$ cat config.mk
export PLATFORM = sky130hd
export DESIGN_NAME = plt_div
export DESIGN_NICKNAME = d
export VERILOG_FILES = /design/src/hdl/plt_pkg.sv /design/src/hdl/plt_div.sv
export SDC_FILE = /design/constraint.sdc
export NUM_CORES = 1
export LEC_CHECK = 0
export ABC_AREA = 0
export ABC_CLOCK_PERIOD_IN_PS = 2900
export BUFFER_PORTS_ARGS = -buffer_cell sky130_fd_sc_hd__buf_2
export CAP_MARGIN = 5
export CORE_AREA = 5 5 136 138
export CTS_BUF_LIST = sky130_fd_sc_hd__clkbuf_8
export DETAILED_ROUTE_END_ITERATION = 16
export DIE_AREA = 0 0 141 143
export MAX_ROUTING_LAYER = met4
export SETUP_SLACK_MARGIN = 0.15
export SKIP_CTS_REPAIR_TIMING = 1
export SLEW_MARGIN = 20
export SYNTH_ARGS = -nofsm -noshare
export SYNTH_HDL_FRONTEND = slang
export SYNTH_SLANG_ARGS = --single-unit
$ cat constraint.sdc
create_clock -name clk -period 2.9 [get_ports clk]
set_clock_uncertainty 0.15 [all_clocks]
set_input_delay 0.58 -clock clk [delete_from_list [all_inputs] [get_ports clk]]
set_output_delay 0.58 -clock clk [all_outputs]
set_load 0.005 [all_outputs]
$ cat src/hdl/plt_pkg.sv
// ----------------------------------------------------------------------------
// plt_pkg
// Types and constants shared by the piecewise linear table lookup block.
// ----------------------------------------------------------------------------
`timescale 1ns / 1ps

package plt_pkg;

	localparam int DATA_W  = 32;
	localparam int INDEX_W = 6;
	localparam int CFG_W   = 7;
	localparam int STAT_W  = 2;
	localparam int DIFF_W  = DATA_W + 1;
	localparam int PROD_W  = 2 * DATA_W;
	localparam int QUOT_W  = 35;
	localparam int SUM_W   = 36;

	// quotient is clamped to 2^34, far outside the 32-bit result range
	localparam logic [QUOT_W-1:0] QUOT_MAX = {1'b1, {(QUOT_W-1){1'b0}}};

	localparam logic signed [SUM_W-1:0] SAT_HI = 36'sh0_7FFF_FFFF;
	localparam logic signed [SUM_W-1:0] SAT_LO = 36'shF_8000_0000;

	localparam logic CMD_WRITE = 1'b0;
	localparam logic CMD_QUERY = 1'b1;

	typedef enum logic [STAT_W-1:0] {
		ST_INTERP = 2'd0,
		ST_BELOW  = 2'd1,
		ST_ABOVE  = 2'd2,
		ST_EMPTY  = 2'd3
	} status_t;

	typedef enum logic [3:0] {
		S_IDLE,
		S_FIRST,
		S_LAST,
		S_SCAN,
		S_SEG_LO,
		S_SEG_HI,
		S_DIFF,
		S_MUL,
		S_DSTART,
		S_DIV,
		S_SUM,
		S_DONE
	} state_t;

endpackage

$ cat src/hdl/plt_div.sv
// ----------------------------------------------------------------------------
// plt_div
// Restoring divider, one quotient bit per cycle, 64-bit by 32-bit unsigned.
// Quotient is clamped to 2^34.
// ----------------------------------------------------------------------------
`timescale 1ns / 1ps

module plt_div import plt_pkg::*; (
	input  logic              clk,
	input  logic              arst_n,
	input  logic              start,
	input  logic [PROD_W-1:0] dividend,
	input  logic [DATA_W-1:0] divisor,
	output logic              done,
	output logic [QUOT_W-1:0] quot
);

	localparam int CW = $clog2(PROD_W);

	logic              busy_q;
	logic              done_q;
	logic [CW-1:0]     cnt_q;
	logic [PROD_W-1:0] dq_q;
	logic [DATA_W-1:0] rem_q;
	logic [DATA_W:0]   shifted;
	logic [DATA_W:0]   trial;
	logic              fits;
	logic              over;

	assign shifted = {rem_q, dq_q[PROD_W-1]};
	assign trial   = shifted - {1'b0, divisor};
	assign fits    = (shifted >= {1'b0, divisor});

	always_ff @(posedge clk or negedge arst_n) begin
		if (!arst_n) begin
			busy_q <= 1'b0;
			done_q <= 1'b0;
		end else begin
			done_q <= 1'b0;
			if (start) begin
				busy_q <= 1'b1;
			end else if (busy_q && cnt_q == CW'(PROD_W - 1)) begin
				busy_q <= 1'b0;
				done_q <= 1'b1;
			end
		end
	end

	// dividend shifts out the top while quotient bits shift in at the bottom
	always_ff @(posedge clk) begin
		if (start) begin
			cnt_q <= '0;
			dq_q  <= dividend;
			rem_q <= '0;
		end else if (busy_q) begin
			cnt_q <= cnt_q + CW'(1);
			dq_q  <= {dq_q[PROD_W-2:0], fits};
			rem_q <= fits ? trial[DATA_W-1:0] : shifted[DATA_W-1:0];
		end
	end

	assign over = (|dq_q[PROD_W-1:QUOT_W]) || (dq_q[QUOT_W-1] && (|dq_q[QUOT_W-2:0]));
	assign quot = over ? QUOT_MAX : dq_q[QUOT_W-1:0];
	assign done = done_q;

endmodule
==> results.sh <==
export IMPL_worst_path_max_fanout=17
export IMPL_die_h_um=143
export IMPL_area_growth_syn_to_layout_pct=37.6
export IMPL_clock_fmax_ghz=0.326
export IMPL_cp_start_kind="flip-flop"
export IMPL_port_buffer_count=134
export IMPL_worstMarginPinSlew_ns=0.549
export IMPL_synth_area_leaders="edfxtp_1, dfxtp_1, mux2_2"
export IMPL_coreArea_sq_um=17100
export IMPL_synth_compound_area_share=0.145
export IMPL_ys_flop_type="edfxtp_1"
export IMPL_wire_per_inst_um=17.0
export IMPL_min_path_type="input port to flip-flop"
export IMPL_synth_edf_count=64
export IMPL_ys_ff_latch=104
export IMPL_ios=135
export IMPL_finalSetupViolCount=35
export IMPL_cts_buffers=9
export IMPL_clock_latency_ns=0.38
export IMPL_hpwl_um=14200
export IMPL_synth_seq_area_share=0.407
export IMPL_synth_top_area_frac=0.286
export IMPL_critPathCaptureType="primary output"
export IMPL_utilization=0.542
export IMPL_vias_per_cell=5.34
export IMPL_synth_top_family_by_area="simple AND/OR/NAND/NOR gates"
export IMPL_diodes=0
export IMPL_grt_antenna_before_repair=0
export IMPL_yosysTopAreaCell="edfxtp_1"
export IMPL_firstDrtPassIters=11
export IMPL_fin_setup_tns_ns=-5.07
export IMPL_grtUsageTotal=0.179
export IMPL_cts_root_buf="clkbuf_8"
export IMPL_ff_latch_area_sq_um=2760
export IMPL_pwr_density_cell_nw_per_um2=367
export IMPL_synth_xor_area_frac=0.0378
export IMPL_die_width_um=141
export IMPL_synth_cell_types=65
export IMPL_cts_sinks=104
export IMPL_status="finished, violations left"
export IMPL_violations="design-rule violations, negative setup slack"
export IMPL_synth_mux_area_frac=0.137
export IMPL_rsz0062_at_grt="true"
export IMPL_synth_simple_area_share=0.160
export IMPL_totalPowerFinal_mw=3.39
export IMPL_syn_avg_cell_area_sq_um=10.1
export IMPL_cp_required_ns=2.17
export IMPL_initial_core_util=0.394
export IMPL_h_tree_depth=3
export IMPL_path_clk_slew_ns=0.12
export IMPL_die_area_sq_um=20200
export IMPL_yosys_warnings=0
export IMPL_syn_inst=667
export IMPL_final_area_sq_um=9240
export IMPL_finalCriticalPeriod_ns=3.06
export IMPL_grt_max_degree=65
export IMPL_grt_pass1_vias=5962
export IMPL_gp_congestion=0.980
export IMPL_hold_viol_final=0
export IMPL_multi_input_area_sq_um=4190
export IMPL_synth_top_cells_by_count="edfxtp_1, mux2_2, nor2_1"
export IMPL_finalWorstSetupSlack_ns=-0.164
export IMPL_fin_crit_sh=1.06
export IMPL_rows=48
export IMPL_drc=1
export IMPL_vias=5969
export IMPL_num_nets_final=1020
export IMPL_maxCapViolations=0
export IMPL_netlist_area_sq_um=6710
export IMPL_grt_pass1_wl_um=29100
export IMPL_place_area_sq_um=8370
export IMPL_synthAdderAreaFrac=0.0645
export IMPL_crit_type="flip-flop to primary output"
export IMPL_hold_ws_ns=0.337
export IMPL_ant_nets=0
export IMPL_wl_um=18900
export IMPL_cp_arrival_ns=2.33
export IMPL_dr_first_iter_drc_count=284
export IMPL_leakagePower_nw=4.00
export IMPL_overflow=0
export IMPL_cts_path_max_buffers=2
export IMPL_slew_headroom=0.634
export IMPL_async_reset_ff_frac=0.0192
export IMPL_vdd_drop_max_mv=0.227
export IMPL_syn_nets=800
export IMPL_drive_above_1_share=0.478
export IMPL_cts_tree="done"
export IMPL_slew_violations=0
export IMPL_fillers=1537
==> power breakdown <==
part           total, mW  internal (mW)  switching, mW  leakage (nW)
clock network      0.922          0.345          0.577         0.103
registers           1.78           1.70         0.0890          1.02
logic              0.680          0.375          0.305          2.88
==> placed cells by master (no fill, tap or decap), types with 10 or more instances in the layout <==
cell type and instances:
a211oi_1 10, ha_4 13, buf_4 92, xnor2_1 12, edfxtp_1 64, a21o_1 13, and2_1 35, nand3_1 14
o21ai_1 10, dfxtp_2 10, nand2_1 37, buf_2 133, a21oi_1 24, dfxtp_1 24, mux2i_1 12, xor2_1 16
nor2_1 40, ha_1 15, nor4_1 12, mux2_2 63, inv_1 37, nand4_1 12
==> layout make-up <==
| cell class | instances | area share |
|---|---|---|
| multi-input cells | 489 | 0.453 |
| clock buffers | 9 | 0.0134 |
| repair buffers | 243 | 0.178 |
| inverters | 40 | 0.0175 |
| flip-flops and latches | 104 | 0.299 |
| clock inverters | 7 | 0.00880 |
| well taps | 225 | 0.0305 |
==> final timing paths <==
path / from / endpoint / slack (ns) / cells past startpoint
worst max-delay path: dq_q[30] / quot[27] / -0.16 / 9
worst min register to register: rem_q[25] / rem_q[25] / 0.35 / 2
worst min-delay path: dividend[48] / dq_q[48] / 0.34 / 2
min in group asynchronous: arst_n / done / 0.36 / 2
max in group asynchronous: arst_n / busy_q / 2.15 / 2
worst max register to register: rem_q[14] / rem_q[22] / 0 / 10
==> cells by family (layout without fill, tap and decap cells) <==
logic type | after synthesis | after routing
xor gates and xnor gates | 29 | 29
adders and majority gates | 34 | 34
and+or+nand+nor | 206 | 206
muxes | 84 | 84
buffers and inverters | 74 | 299
DFF | 104 | 104
AOI/OAI and AO/OA | 136 | 136
==> per-layer routing <==
layer | routed length [um] | track usage | share of wire | up-vias
li1 | - | - | - | 2918
met1 | 8330 | 0.228 | 0.44 | 2837
met2 | 9270 | 0.295 | 0.49 | 190
met3 | 1030 | 0.0288 | 0.054 | 24
met4 | 324 | 0.0530 | 0.017 | 0
met5 | 0 | - | 0 | -
==> worst max-delay path, stage by stage, from the launching register on <==
cell,delay [ns]
edfxtp_1,0.42
nor4_1,0.33
nand4_1,0.15
nor2_1,0.15
nand3_2,0.14
a211oi_4,0.23
buf_6,0.15
clkbuf_16,0.15
and2_1,0.13
buf_2,0.11
==> state kept, by name, indices dropped and copies added, names as in the netlist <==
signal,flops
rem_q,32
busy_q,1
done,1
cnt_q,6
dq_q,64
==> per-stage QoR <==
stage                     std cells  setup WS, ns
after floorplan                 667        -0.102
final                          1117        -0.164
after global placement         1084        -0.305
after global routing           1117        -0.319
after detailed placement       1084        -0.409
after CTS                      1100        -0.317
No activity file was read; power rests on OpenSTA's default activity.
